`src/hdl/ppu_scroll_address_timing_core_macros.svh`:
```
// assertion macros shared by the scroll address timing rtl
// expects clk_i and rst_ni in the scope of each use
`ifndef PPU_SCROLL_ADDRESS_TIMING_CORE_MACROS_SVH
`define PPU_SCROLL_ADDRESS_TIMING_CORE_MACROS_SVH
`ifndef SYNTHESIS
`define SAT_ASSERT(lbl, prop, msg) \
  lbl: assert property (@(posedge clk_i) disable iff (!rst_ni) prop) else $error(msg);
`define SAT_ASSERT_ALWAYS(lbl, prop, msg) \
  lbl: assert property (@(posedge clk_i) prop) else $error(msg);
`else
`define SAT_ASSERT(lbl, prop, msg)
`define SAT_ASSERT_ALWAYS(lbl, prop, msg)
`endif
`endif

```
`src/hdl/ppu_sat_pkg.sv`:
```
// types and constants of the scroll address timing block
// no dependencies
package ppu_sat_pkg;

  // frame geometry, lines kept as row = line + 1
  localparam logic [8:0] LastDot       = 9'd340;
  localparam logic [8:0] LastRow       = 9'd261;
  localparam logic [8:0] PreRow        = 9'd0;
  localparam logic [8:0] FirstRow      = 9'd1;
  localparam logic [8:0] LastRenderRow = 9'd240;
  localparam logic [8:0] VblankRow     = 9'd242;
  localparam logic [8:0] FlagDot       = 9'd1;

  // scroll update dots
  localparam logic [8:0] CxFirstDot    = 9'd8;
  localparam logic [8:0] YIncDot       = 9'd256;
  localparam logic [8:0] PrefetchDotA  = 9'd328;
  localparam logic [8:0] PrefetchDotB  = 9'd336;
  localparam logic [8:0] HcopyDot      = 9'd257;
  localparam logic [8:0] VcopyFirstDot = 9'd280;
  localparam logic [8:0] VcopyEndDot   = 9'd305;

  localparam logic [4:0] CoarseMax     = 5'd31;
  localparam logic [4:0] CoarseYFlip   = 5'd29;
  localparam logic [2:0] FineYMax      = 3'd7;

  localparam logic [14:0] MaskHoriz    = 15'h041F;
  localparam logic [14:0] MaskVert     = 15'h7BE0;
  localparam logic [13:0] TileBase     = 14'h2000;
  localparam logic [13:0] AttrBase     = 14'h23C0;

  typedef struct packed {
    logic        rendering_enabled;
    logic [14:0] temp_address;
    logic        nmi_enable;
  } in_word_t;

  typedef struct packed {
    logic signed [9:0] line_number;
    logic [8:0]        dot_number;
    logic [14:0]       scroll_address;
    logic [13:0]       tile_fetch_address;
    logic [13:0]       attr_fetch_address;
    logic [1:0]        attr_quadrant;
    logic              vblank_flag;
    logic              nmi_pulse;
    logic              frame_done;
  } out_word_t;

  typedef struct packed {
    logic coarse_x;
    logic y_inc;
    logic h_copy;
    logic v_copy;
  } scroll_ctl_t;

  typedef struct packed {
    logic signed [9:0] line_number;
    logic [8:0]        dot_number;
    logic              vblank_flag;
    logic              nmi_pulse;
    logic              frame_done;
  } tick_t;

  typedef struct packed {
    logic [14:0] scroll_address;
    logic [13:0] tile_fetch_address;
    logic [13:0] attr_fetch_address;
    logic [1:0]  attr_quadrant;
  } fetch_t;

endpackage

```
`src/hdl/ppu_sat_in_if.sv`:
```
// input channel of the scroll address timing block
// depends on ppu_sat_pkg
interface ppu_sat_in_if;
  logic                 valid;
  logic                 ready;
  ppu_sat_pkg::in_word_t data;

  modport source (output valid, output data, input ready);
  modport sink (input valid, input data, output ready);
endinterface

```
`src/hdl/ppu_sat_out_if.sv`:
```
// result channel of the scroll address timing block
// depends on ppu_sat_pkg
interface ppu_sat_out_if;
  logic                  valid;
  logic                  ready;
  ppu_sat_pkg::out_word_t data;

  modport source (output valid, output data, input ready);
  modport sink (input valid, input data, output ready);
endinterface

```
`src/hdl/ppu_sat_timing.sv`:
```
// dot and line counters, frame parity, vblank flag and scroll update strobes
// depends on ppu_sat_pkg and the assertion macro header
`include "ppu_scroll_address_timing_core_macros.svh"

module ppu_sat_timing (
  input  logic                     clk_i,
  input  logic                     rst_ni,
  input  logic                     adv_i,
  input  logic                     render_i,
  input  logic                     nmi_en_i,
  output ppu_sat_pkg::tick_t       tick_o,
  output ppu_sat_pkg::scroll_ctl_t ctl_o
);

  logic [8:0] dot_q, dot_d;
  logic [8:0] row_q, row_d;
  logic       odd_q, odd_d;
  logic       vblank_q, vblank_d;
  logic       skip;
  logic [8:0] dot;
  logic       on_step;
  logic       cx_dot;
  logic       last_dot;
  logic       last_row;
  logic       flag_dot;

  always_comb begin
    // odd frames drop dot 0 of line 0 while rendering
    skip     = (row_q == ppu_sat_pkg::FirstRow) && (dot_q == '0) && odd_q && render_i;
    dot      = skip ? ppu_sat_pkg::FlagDot : dot_q;
    on_step  = (row_q <= ppu_sat_pkg::LastRenderRow) && render_i;
    cx_dot   = (dot[2:0] == 3'd0) &&
               (((dot >= ppu_sat_pkg::CxFirstDot) && (dot <= ppu_sat_pkg::YIncDot)) ||
                (dot == ppu_sat_pkg::PrefetchDotA) || (dot == ppu_sat_pkg::PrefetchDotB));
    flag_dot = (dot == ppu_sat_pkg::FlagDot);
    last_dot = (dot == ppu_sat_pkg::LastDot);
    last_row = (row_q == ppu_sat_pkg::LastRow);

    ctl_o.coarse_x = on_step && cx_dot;
    ctl_o.y_inc    = on_step && (dot == ppu_sat_pkg::YIncDot);
    ctl_o.h_copy   = on_step && (dot == ppu_sat_pkg::HcopyDot);
    ctl_o.v_copy   = on_step && (row_q == ppu_sat_pkg::PreRow) &&
                     (dot >= ppu_sat_pkg::VcopyFirstDot) && (dot < ppu_sat_pkg::VcopyEndDot);

    vblank_d = vblank_q;
    if ((row_q == ppu_sat_pkg::PreRow) && flag_dot) begin
      vblank_d = 1'b0;
    end
    if ((row_q == ppu_sat_pkg::VblankRow) && flag_dot) begin
      vblank_d = 1'b1;
    end

    dot_d = last_dot ? 9'd0 : dot + 9'd1;
    row_d = row_q;
    if (last_dot) begin
      row_d = last_row ? ppu_sat_pkg::PreRow : row_q + 9'd1;
    end
    odd_d = odd_q ^ (last_dot && last_row);

    tick_o.line_number = $signed({1'b0, row_q}) - 10'sd1;
    tick_o.dot_number  = dot;
    tick_o.vblank_flag = vblank_d;
    tick_o.nmi_pulse   = (row_q == ppu_sat_pkg::VblankRow) && flag_dot && nmi_en_i;
    tick_o.frame_done  = last_dot && last_row;
  end

  always_ff @(posedge clk_i or negedge rst_ni) begin
    if (!rst_ni) begin
      dot_q    <= '0;
      row_q    <= ppu_sat_pkg::PreRow;
      odd_q    <= 1'b0;
      vblank_q <= 1'b1;
    end else if (adv_i) begin
      dot_q    <= dot_d;
      row_q    <= row_d;
      odd_q    <= odd_d;
      vblank_q <= vblank_d;
    end
  end

  `SAT_ASSERT(a_frame_wrap, (adv_i && last_dot && last_row) |=> ((row_q == ppu_sat_pkg::PreRow) && (odd_q != $past(odd_q))), "frame end did not wrap rows and flip parity")
  `SAT_ASSERT(a_vblank_set, (adv_i && (row_q == ppu_sat_pkg::VblankRow) && flag_dot) |=> vblank_q, "vblank not set at start of vblank line")
  `SAT_ASSERT(a_skip_lands, (adv_i && skip) |=> (dot_q == 9'd2), "odd frame skip did not advance past dot 1")
  `SAT_ASSERT(a_update_rows, (ctl_o.y_inc || ctl_o.h_copy || ctl_o.coarse_x) |-> (row_q <= ppu_sat_pkg::LastRenderRow), "scroll update outside rendering lines")

endmodule

```
`src/hdl/ppu_sat_scroll.sv`:
```
// current scroll address register with its increments and copies
// depends on ppu_sat_pkg
module ppu_sat_scroll (
  input  logic                     clk_i,
  input  logic                     rst_ni,
  input  logic                     adv_i,
  input  ppu_sat_pkg::scroll_ctl_t ctl_i,
  input  logic [14:0]              temp_i,
  output ppu_sat_pkg::fetch_t      fetch_o
);

  logic [14:0] v_q, v_d;
  logic [14:0] v_cx;
  logic [14:0] v_y;
  logic [14:0] v_h;
  logic [4:0]  cy;

  always_comb begin
    v_cx = v_q;
    if (ctl_i.coarse_x) begin
      if (v_q[4:0] == ppu_sat_pkg::CoarseMax) begin
        v_cx[4:0] = 5'd0;
        v_cx[10]  = ~v_q[10];
      end else begin
        v_cx[4:0] = v_q[4:0] + 5'd1;
      end
    end

    // fine y first, then coarse y with the attribute-row wrap at 29
    v_y = v_cx;
    cy  = v_cx[9:5];
    if (ctl_i.y_inc) begin
      if (v_cx[14:12] != ppu_sat_pkg::FineYMax) begin
        v_y[14:12] = v_cx[14:12] + 3'd1;
      end else begin
        v_y[14:12] = 3'd0;
        if (cy == ppu_sat_pkg::CoarseYFlip) begin
          v_y[9:5] = 5'd0;
          v_y[11]  = ~v_cx[11];
        end else if (cy == ppu_sat_pkg::CoarseMax) begin
          v_y[9:5] = 5'd0;
        end else begin
          v_y[9:5] = cy + 5'd1;
        end
      end
    end

    v_h = ctl_i.h_copy ? ((v_y & ~ppu_sat_pkg::MaskHoriz) | (temp_i & ppu_sat_pkg::MaskHoriz))
                       : v_y;
    v_d = ctl_i.v_copy ? ((v_h & ~ppu_sat_pkg::MaskVert) | (temp_i & ppu_sat_pkg::MaskVert))
                       : v_h;

    fetch_o.scroll_address     = v_q;
    fetch_o.tile_fetch_address = ppu_sat_pkg::TileBase | {2'b00, v_q[11:0]};
    fetch_o.attr_fetch_address = ppu_sat_pkg::AttrBase |
                                 {2'b00, v_q[11:10], 4'b0000, v_q[9:7], v_q[4:2]};
    fetch_o.attr_quadrant      = {v_q[6], v_q[1]};
  end

  always_ff @(posedge clk_i or negedge rst_ni) begin
    if (!rst_ni) begin
      v_q <= '0;
    end else if (adv_i) begin
      v_q <= v_d;
    end
  end

endmodule

```
`src/hdl/ppu_scroll_address_timing_core.sv`:
```
// Dot tick timing and scroll address unit. Each input word is one dot tick and yields
// exactly one result word. A word is accepted every clock cycle unless out_o stalls;
// its result passes the input register, then the result register. The rate is
// set by the update loop of the dot/line counters and the scroll address.
// After reset the block sits on the pre-render line, dot 0, even frame, vblank set.
// depends on ppu_sat_pkg, ppu_sat_in_if, ppu_sat_out_if, ppu_sat_timing, ppu_sat_scroll
`include "ppu_scroll_address_timing_core_macros.svh"

module ppu_scroll_address_timing_core (
  input  logic                clk_i,
  input  logic                rst_ni,
  ppu_sat_in_if.sink          in_i,
  ppu_sat_out_if.source       out_o
);

  logic                   in_valid_q;
  ppu_sat_pkg::in_word_t  in_q;
  logic                   out_valid_q;
  ppu_sat_pkg::out_word_t out_q, out_d;
  logic                   advance;
  logic                   in_ready;
  logic                   out_ready;
  ppu_sat_pkg::tick_t       tick;
  ppu_sat_pkg::scroll_ctl_t ctl;
  ppu_sat_pkg::fetch_t      fetch;

  assign out_ready   = out_o.ready;
  assign advance     = in_valid_q && (!out_valid_q || out_ready);
  assign in_ready    = !in_valid_q || advance;
  assign in_i.ready  = in_ready;
  assign out_o.valid = out_valid_q;
  assign out_o.data  = out_q;

  ppu_sat_timing u_timing (
    .clk_i    (clk_i),
    .rst_ni   (rst_ni),
    .adv_i    (advance),
    .render_i (in_q.rendering_enabled),
    .nmi_en_i (in_q.nmi_enable),
    .tick_o   (tick),
    .ctl_o    (ctl)
  );

  ppu_sat_scroll u_scroll (
    .clk_i   (clk_i),
    .rst_ni  (rst_ni),
    .adv_i   (advance),
    .ctl_i   (ctl),
    .temp_i  (in_q.temp_address),
    .fetch_o (fetch)
  );

  always_comb begin
    out_d.line_number        = tick.line_number;
    out_d.dot_number         = tick.dot_number;
    out_d.scroll_address     = fetch.scroll_address;
    out_d.tile_fetch_address = fetch.tile_fetch_address;
    out_d.attr_fetch_address = fetch.attr_fetch_address;
    out_d.attr_quadrant      = fetch.attr_quadrant;
    out_d.vblank_flag        = tick.vblank_flag;
    out_d.nmi_pulse          = tick.nmi_pulse;
    out_d.frame_done         = tick.frame_done;
  end

  always_ff @(posedge clk_i or negedge rst_ni) begin
    if (!rst_ni) begin
      in_valid_q  <= 1'b0;
      out_valid_q <= 1'b0;
    end else begin
      if (in_ready) begin
        in_valid_q <= in_i.valid;
      end
      if (advance) begin
        out_valid_q <= 1'b1;
      end else if (out_ready) begin
        out_valid_q <= 1'b0;
      end
    end
  end

  // payload registers
  always_ff @(posedge clk_i) begin
    if (in_i.valid && in_ready) begin
      in_q <= in_i.data;
    end
    if (advance) begin
      out_q <= out_d;
    end
  end

  `SAT_ASSERT(a_adv_fills_out, advance |=> out_valid_q, "processed word did not reach result register")
  `SAT_ASSERT(a_empty_takes, !in_valid_q |-> in_ready, "empty input register refused a word")
  `SAT_ASSERT(a_stall_blocks, (out_valid_q && !out_ready) |-> !advance, "result overwritten while stalled")

endmodule

```
`src/flat_wrapper.sv`:
```
// flat-port wrapper written by rule: the top's interface ports become plain ports
module ppu_scroll_address_timing_core_flat 
  (clk_i, rst_ni, in_i_valid, in_i_data, in_i_ready, out_o_valid, out_o_data, out_o_ready);
  ppu_sat_in_if in_i_i ();
  ppu_sat_out_if out_o_i ();
  input  logic clk_i;
  input  logic rst_ni;
  input wire logic [$bits(in_i_i.valid)-1:0] in_i_valid;
  input wire logic [$bits(in_i_i.data)-1:0] in_i_data;
  output wire logic [$bits(in_i_i.ready)-1:0] in_i_ready;
  output wire logic [$bits(out_o_i.valid)-1:0] out_o_valid;
  output wire logic [$bits(out_o_i.data)-1:0] out_o_data;
  input wire logic [$bits(out_o_i.ready)-1:0] out_o_ready;
  assign in_i_i.valid = in_i_valid;
  assign in_i_i.data = in_i_data;
  assign in_i_ready = in_i_i.ready;
  assign out_o_valid = out_o_i.valid;
  assign out_o_data = out_o_i.data;
  assign out_o_i.ready = out_o_ready;
  ppu_scroll_address_timing_core u_core (.clk_i(clk_i), .rst_ni(rst_ni), .in_i(in_i_i), .out_o(out_o_i));
endmodule
```
`config.mk`:
```
export PLATFORM = sky130hd
export DESIGN_NAME = ppu_scroll_address_timing_core_flat
export DESIGN_NICKNAME = d
export VERILOG_FILES = /design/src/hdl/ppu_sat_pkg.sv /design/src/hdl/ppu_sat_in_if.sv /design/src/hdl/ppu_sat_out_if.sv /design/src/hdl/ppu_sat_timing.sv /design/src/hdl/ppu_sat_scroll.sv /design/src/hdl/ppu_scroll_address_timing_core.sv /design/src/flat_wrapper.sv
export VERILOG_INCLUDE_DIRS = /design/src /design/src/hdl
export SDC_FILE = /design/constraint.sdc
export NUM_CORES = 1
export LEC_CHECK = 0
export ABC_CLOCK_PERIOD_IN_PS = 7400
export BUFFER_PORTS_ARGS = -buffer_cell sky130_fd_sc_hd__buf_4
export CAP_MARGIN = 40
export CORE_MARGIN = 5
export CORE_UTILIZATION = 30
export DETAILED_ROUTE_END_ITERATION = 8
export GPL_TIMING_DRIVEN = 0
export HOLD_SLACK_MARGIN = 0.1
export MAX_ROUTING_LAYER = met4
export PLACE_DENSITY_LB_ADDON = 0.05
export SLEW_MARGIN = 20
export SYNTH_ARGS = -nofsm -noshare
export SYNTH_HDL_FRONTEND = slang
export SYNTH_HIERARCHICAL = 1
export SYNTH_SLANG_ARGS = --single-unit
export TNS_END_PERCENT = 30
```
`constraint.sdc`:
```
create_clock -name clk_i -period 7.4 [get_ports clk_i]
set_clock_uncertainty 0.2 [all_clocks]
set_input_delay 0 -clock clk_i [delete_from_list [all_inputs] [get_ports clk_i]]
set_output_delay 0 -clock clk_i [all_outputs]
set_load 0.005 [all_outputs]
```
# [Word-level counts from Yosys, hierarchy flattened]
# Cells that the tools add are included.
[classes] n_bitwise=5 magnitude_cmp=5 n_div=0 shifts=0 n_eq_ne=13 mul=0 add_sub_neg=6 n_mux=21 n_reduce_logical=29
[ops] op="9-bit equality test, second input constant" n=6
[ops] op="15-bit 2-to-1 mux" n=2
[ops] op="5-bit 2-to-1 mux" n=6
[ops] op="9-bit 2-to-1 mux" n=3
[ops] op="9-bit by 1-bit adder with 9-bit output, second input constant" n=2
[ops] op="9-bit by 1-bit equality test with 1-bit output, second input constant" n=2
[ops] op="1-bit logical AND" n=18
[ops] op="9-bit zero test" n=2
[ops] op="5-bit equality test, second input constant" n=3
[ops] op="11-bit by 15-bit OR with 15-bit output" n=1
[ops] op="15-bit by 11-bit OR with 15-bit output" n=1
[ops] op="5-bit by 1-bit adder with 5-bit output, second input constant" n=2
[ops] op="9-bit by 1-bit subtractor with 10-bit output, second input constant" n=1
[ops] op="9-bit by 8-bit equality test with 1-bit output, second input constant" n=1
[ops] op="9-bit by 4-bit greater-or-equal comparator with 1-bit output, second input constant" n=1
[ops] op="9-bit greater-or-equal comparator, second input constant" n=1
[ops] op="9-bit by 8-bit <= comparator with 1-bit output, second input constant" n=1
[ops] op="9-bit <= comparator, second input constant" n=1
[ops] op="9-bit < comparator, second input constant" n=1
[ops] op="1-bit 2-to-1 mux" n=8
[ops] op="1-bit logical OR" n=4
[ops] op="4-bit 2-to-1 mux" n=1
[ops] op="3-bit by 1-bit adder with 3-bit output, second input constant" n=1
[ops] op="3-bit zero test" n=1
[ops] op="other kinds (7)" n=9
[word_totals] mem_bits_ro=0 reg_bits=113 n_memories=0 latch_bits=0 mem_bits_rw=0

# [Depth between registers and ports, before layout]
[logic_depth] depth_word=15 depth_mapped=11 ltp_nobuf=11

# [Modules after synthesis]
# The synthesis kept the hierarchy.
[by_module_without_submodules] mod="ppu_scroll_address_timing_core" seq_area_each_um2=2572.5 cells_per_inst=92 instances=1 area_per_inst_um2=2626.3
[by_module_without_submodules] mod="ppu_sat_timing" seq_area_each_um2=501.7 cells_per_inst=172 instances=1 area_per_inst_um2=1554.0
[by_module_without_submodules] mod="ppu_sat_scroll" seq_area_each_um2=375.4 cells_per_inst=138 instances=1 area_per_inst_um2=1222.4

# [Worst setup path before layout]
# Ideal clock, no wire load.
[synth_path] path_kind="register -> register" start="register u_core.out_valid_q, in the netlist u_core/out_o.valid" end="register u_core.u_timing.row_q[6]" required_time_ns=7.121 arrival_ns=3.174 path_slack_ns=3.947 stages_incl_launch_ff=7 n_path_buf=1 path_cell_list="dfrtp_1 -> nand2b_1 -> and2_1 -> buf_2 -> nand4_1 -> nor3_1 -> xor2_1"
[synth_between] elab_chain_len=4
[synth_lines] item="start: declaration" line_no="ppu_scroll_address_timing_core.sv:18" text="logic out_valid_q;"
[synth_lines] item="start signal: assignment" line_no="ppu_scroll_address_timing_core.sv:68" text="out_valid_q <= 1'b0;"
[synth_lines] item="start signal: assignment" line_no="ppu_scroll_address_timing_core.sv:74" text="out_valid_q <= 1'b1;"
[synth_lines] item="start signal: assignment" line_no="ppu_scroll_address_timing_core.sv:76" text="out_valid_q <= 1'b0;"
[synth_lines] item="1-bit zero test" line_no="ppu_scroll_address_timing_core.sv:28" text="assign advance = in_valid_q && (!out_valid_q || out_ready);"
[synth_lines] item="1-bit logical OR" line_no="ppu_scroll_address_timing_core.sv:28"
[synth_lines] item="1-bit logical AND" line_no="ppu_scroll_address_timing_core.sv:28"
[synth_lines] item="named net u_core.advance" line_no="ppu_scroll_address_timing_core.sv:20" text="logic advance;"
[synth_lines] item="2-bit AND reduction (no line)"
[synth_lines] item="end signal: assignment" line_no="ppu_sat_timing.sv:70" text="row_q <= ppu_sat_pkg::PreRow;"
[synth_lines] item="end signal: assignment" line_no="ppu_sat_timing.sv:75" text="row_q <= row_d;"
[synth_lines] item="end: declaration" line_no="ppu_sat_timing.sv:16" text="logic [8:0] row_q, row_d;"
# The timed path passes the listed nets, and every way through them passes these cells.
# A chain may end at the register's enable or synchronous reset.

==> out/metrics.yaml <==
detailed_routing:
  detail_route.wl_per_cell_um: 14.8
  detail-route-antenna-nets: 0
  wirelength_mm: 11.6
  first_iter_violations: 176
  drt_first_pass_iters: 4
  routed_via_density: 4.43
  route.detailed.drc: 0
  num_vias: 3471
critical_path:
  cp.buffers_inverters: 3
  crit_slowest_cell: "o41ai_4"
  critPathLaunchType: "flop"
  crit_path_max_incr_delay_ns: 0.49
  worst_ep_required_time_ns: 7.49
  crit_family: "compound AO/OA/AOI/OAI gates"
  critPathKind: "flop to flop"
  crit_fanout: 8
  worstPathCellList: "buf_6, nor4_4, nand2b_2, o41ai_4, ha_1, inv_1, nor3_1, clkbuf_2, o21a_1, o21ai_0, a22o_1"
  cp.arrival_ns: 3.37
  critPathCaptureType: "flop"
floorplan:
  core_area_mm2: 0.0178
  die_area_mm2: 0.0208
  start_util: 0.303
  fp-row-count: 49
  die_x_um: 144
  fp.dieH_um: 144
  io_pins: 90
sta:
  finalMaxSlewViolations: 0
  fin_crit_ns: 3.28
  hold_viol_final: 0
  slew_headroom: 0.640
  max_clock_freq_ghz: 0.304
  setup_viol: 0
  rsz0062_at_grt: "no"
  tns_ns: 0
  worst_slack_ns: 4.12
  worstMarginPinSlew_ns: 0.537
  final.period_utilization: 0.444
  fin_worst_hold_slack_ns: 0.116
layout:
  final_area_mm2: 0.00718
  layout-drive-gt1-share: 0.330
  nets: 578
  diodes: 0
  instances_no_fill: 784
  syn_to_final_growth_pct: 33.0
clocking:
  cts_tree: "done"
  cts_inserted_buffers: 17
  htreeDepth: 4
  cts_setup_buffers: 0
  ctsResizeCount: 0
  cts_buffer_depth: 2
  numClockSinks: 121
  clk_pin_slew_ns: 0.06
  cts.hold.buffers_added: 23
  clockRootBuffer: "clkbuf_16"
  clock_latency_ns: 0.41
yosys:
  syn_area_mm2: 0.00540
  synthFlopType: "edfxtp_1"
  synthArstFlopShare: 0.306
  synth_top_area_frac: 0.467
  syn_avg_cell_area_um2: 13.4
  synth-seq-cells: 121
  yosysTopAreaCell: "edfxtp_1"
  yosys_warnings: 6
  synth.distinct_cells: 64
  ys_seq_area_frac: 0.638
  synth_cells: 402
  synth_edf_count: 84
  ys_top_cells_by_area: "edfxtp_1 (47%), dfrtp_1 (17%), buf_4 (4.7%)"
pwr:
  p_int_mw: 1.36
  p_clk_frac: 0.413
  p_sw_mw: 0.419
  power_density_mw_per_mm2: 248
  swShare: 0.235
  pwr-share-seq: 0.460
  leakage_nw: 3.08
  ir_drop_mv: 0.155
  p_comb_frac: 0.127
hold_path:
  hp-class: "primary input to flop"
placement:
  hpwlAfterDp_mm: 8.09
  dp_cells: 728
  placed_area_mm2: 0.00641
  port_buffers: 89
  pre_cts_slack_ns: 4.03
  place_congestion: 0.814
global_route:
  overflow: 0
  grtUsageTotal: 0.121
  grt_max_degree: 42
  antenna_found_initial: 0
  grt_pass1_wl_mm: 18.8
  grt_pass1_vias: 3603
run_status:
  outcome: "completed"
run:
  maxCapViolCount: 0
-- worst register-to-register path: cells and delay by family (launching register included) --
kind / cells / cell delay (ns)
AO/OA/AOI/OAI: 4 / 1.08
adder cells (fa/ha/maj): 1 / 0.25
buffers and inverters: 3 / 0.42
flip-flops: 1 / 0.37
AND/OR/NAND/NOR: 3 / 0.84
-- cells in the final DEF, fill, tap and decap left out, drive strengths merged, types with 4 or more instances in the layout --
cell type,count
nor3,8
buf,137
and3,8
nand3b,5
ha,15
nand2b,6
and2,5
dfrtp,36
xor2,12
o22ai,7
xnor2,6
a21oi,13
nand4,9
nand2,16
a22o,9
nor2,14
edfxtp,84
o31ai,5
clkbuf,33
inv,15
clkinv,7
o21ai,16
dlygate4sd3,22
nand3,15
conb,8
nor4,4
-- stage by stage --
stage,util,total power [mW]
floorplan,-,0.953
global placement,0.358,1.05
detailed placement,0.359,1.05
CTS,0.402,1.82
global route,0.403,1.87
finish,0.403,1.78
-- Yosys cell counts, types with 9 or more instances --
cell type   n
edfxtp_1   84
dfrtp_1    36
buf_4      34
nand2_1    16
ha_1       15
inv_1      15
nand3_1    15
o21ai_0    14
a21oi_1    13
nor2_1     13
xor2_1     12
a22o_1      9
clkbuf_1    9
nand4_1     9
-- flip-flops by register name (all words and copies together), names as in the netlist --
signal / count
u_core/out_o.valid: 1
u_core/u_timing/vblank_q: 1
u_core/in_q: 17
u_core/u_timing/dot_q: 9
u_core/u_timing/odd_q: 1
u_core/u_timing/row_q: 9
u_core/u_scroll/v_q: 15
u_core/in_valid_q: 1
u_core/out_o.data: 67
-- power by group through the flow --
stage	Sequential, mW	Combinational [mW]	Clock [mW]
floorplan	0.833	0.120	0
global placement	0.836	0.215	0
detailed placement	0.834	0.219	0
CTS	0.822	0.232	0.763
global route	0.827	0.252	0.795
finish	0.820	0.227	0.736
-- final cells by class --
class	count	area [um2]
sequential	121	3450
inverter	15	56.3
clock buffer	23	448
fill	1694	10700
multi-input combinational	217	1550
timing repair buffer	115	945
buffer	55	368
clock inverter	9	76.3
tap	229	287
-- cells by family (layout without fill, tap and decap cells) --
family / Yosys count / count (layout) / share of synthesized area
simple gates: 105 / 105 / 0.123
compound gates: 71 / 71 / 0.0945
other cells: 2 / 8 / 0.00139
flops: 121 / 121 / 0.638
xor+xnor: 18 / 18 / 0.0292
buf+inv: 70 / 217 / 0.0785
fa+ha+maj: 15 / 15 / 0.0347
-- routing by layer --
| metal | up-vias | GRT usage | routed length (um) |
|---|---|---|---|
| li1 | 1725 | - | - |
| met1 | 1675 | 0.139 | 5060 |
| met2 | 63 | 0.201 | 5950 |
| met3 | 8 | 0.0354 | 500 |
| met4 | 0 | 0.0442 | 92 |
| met5 | - | - | 0 |
-- final timing paths --
path	start	endpoint	cells after the start	slack (ns)
worst max-delay path	u_core/u_timing/row_q[5]	u_core/u_scroll/v_q[3]	11	4.12
worst min-delay path	in_i_data[4]	u_core/in_q[4]	2	0.12
worst max register to register	u_core/u_timing/row_q[5]	u_core/u_scroll/v_q[3]	11	4.12
worst min register to register	u_core/u_timing/odd_q	u_core/u_timing/odd_q	1	0.27
max in group asynchronous	rst_ni	u_core/u_scroll/v_q[7]	4	6.33
min in group asynchronous	rst_ni	u_core/u_timing/vblank_q	3	0.45
Note: power is estimated with default switching activity, not from simulation.
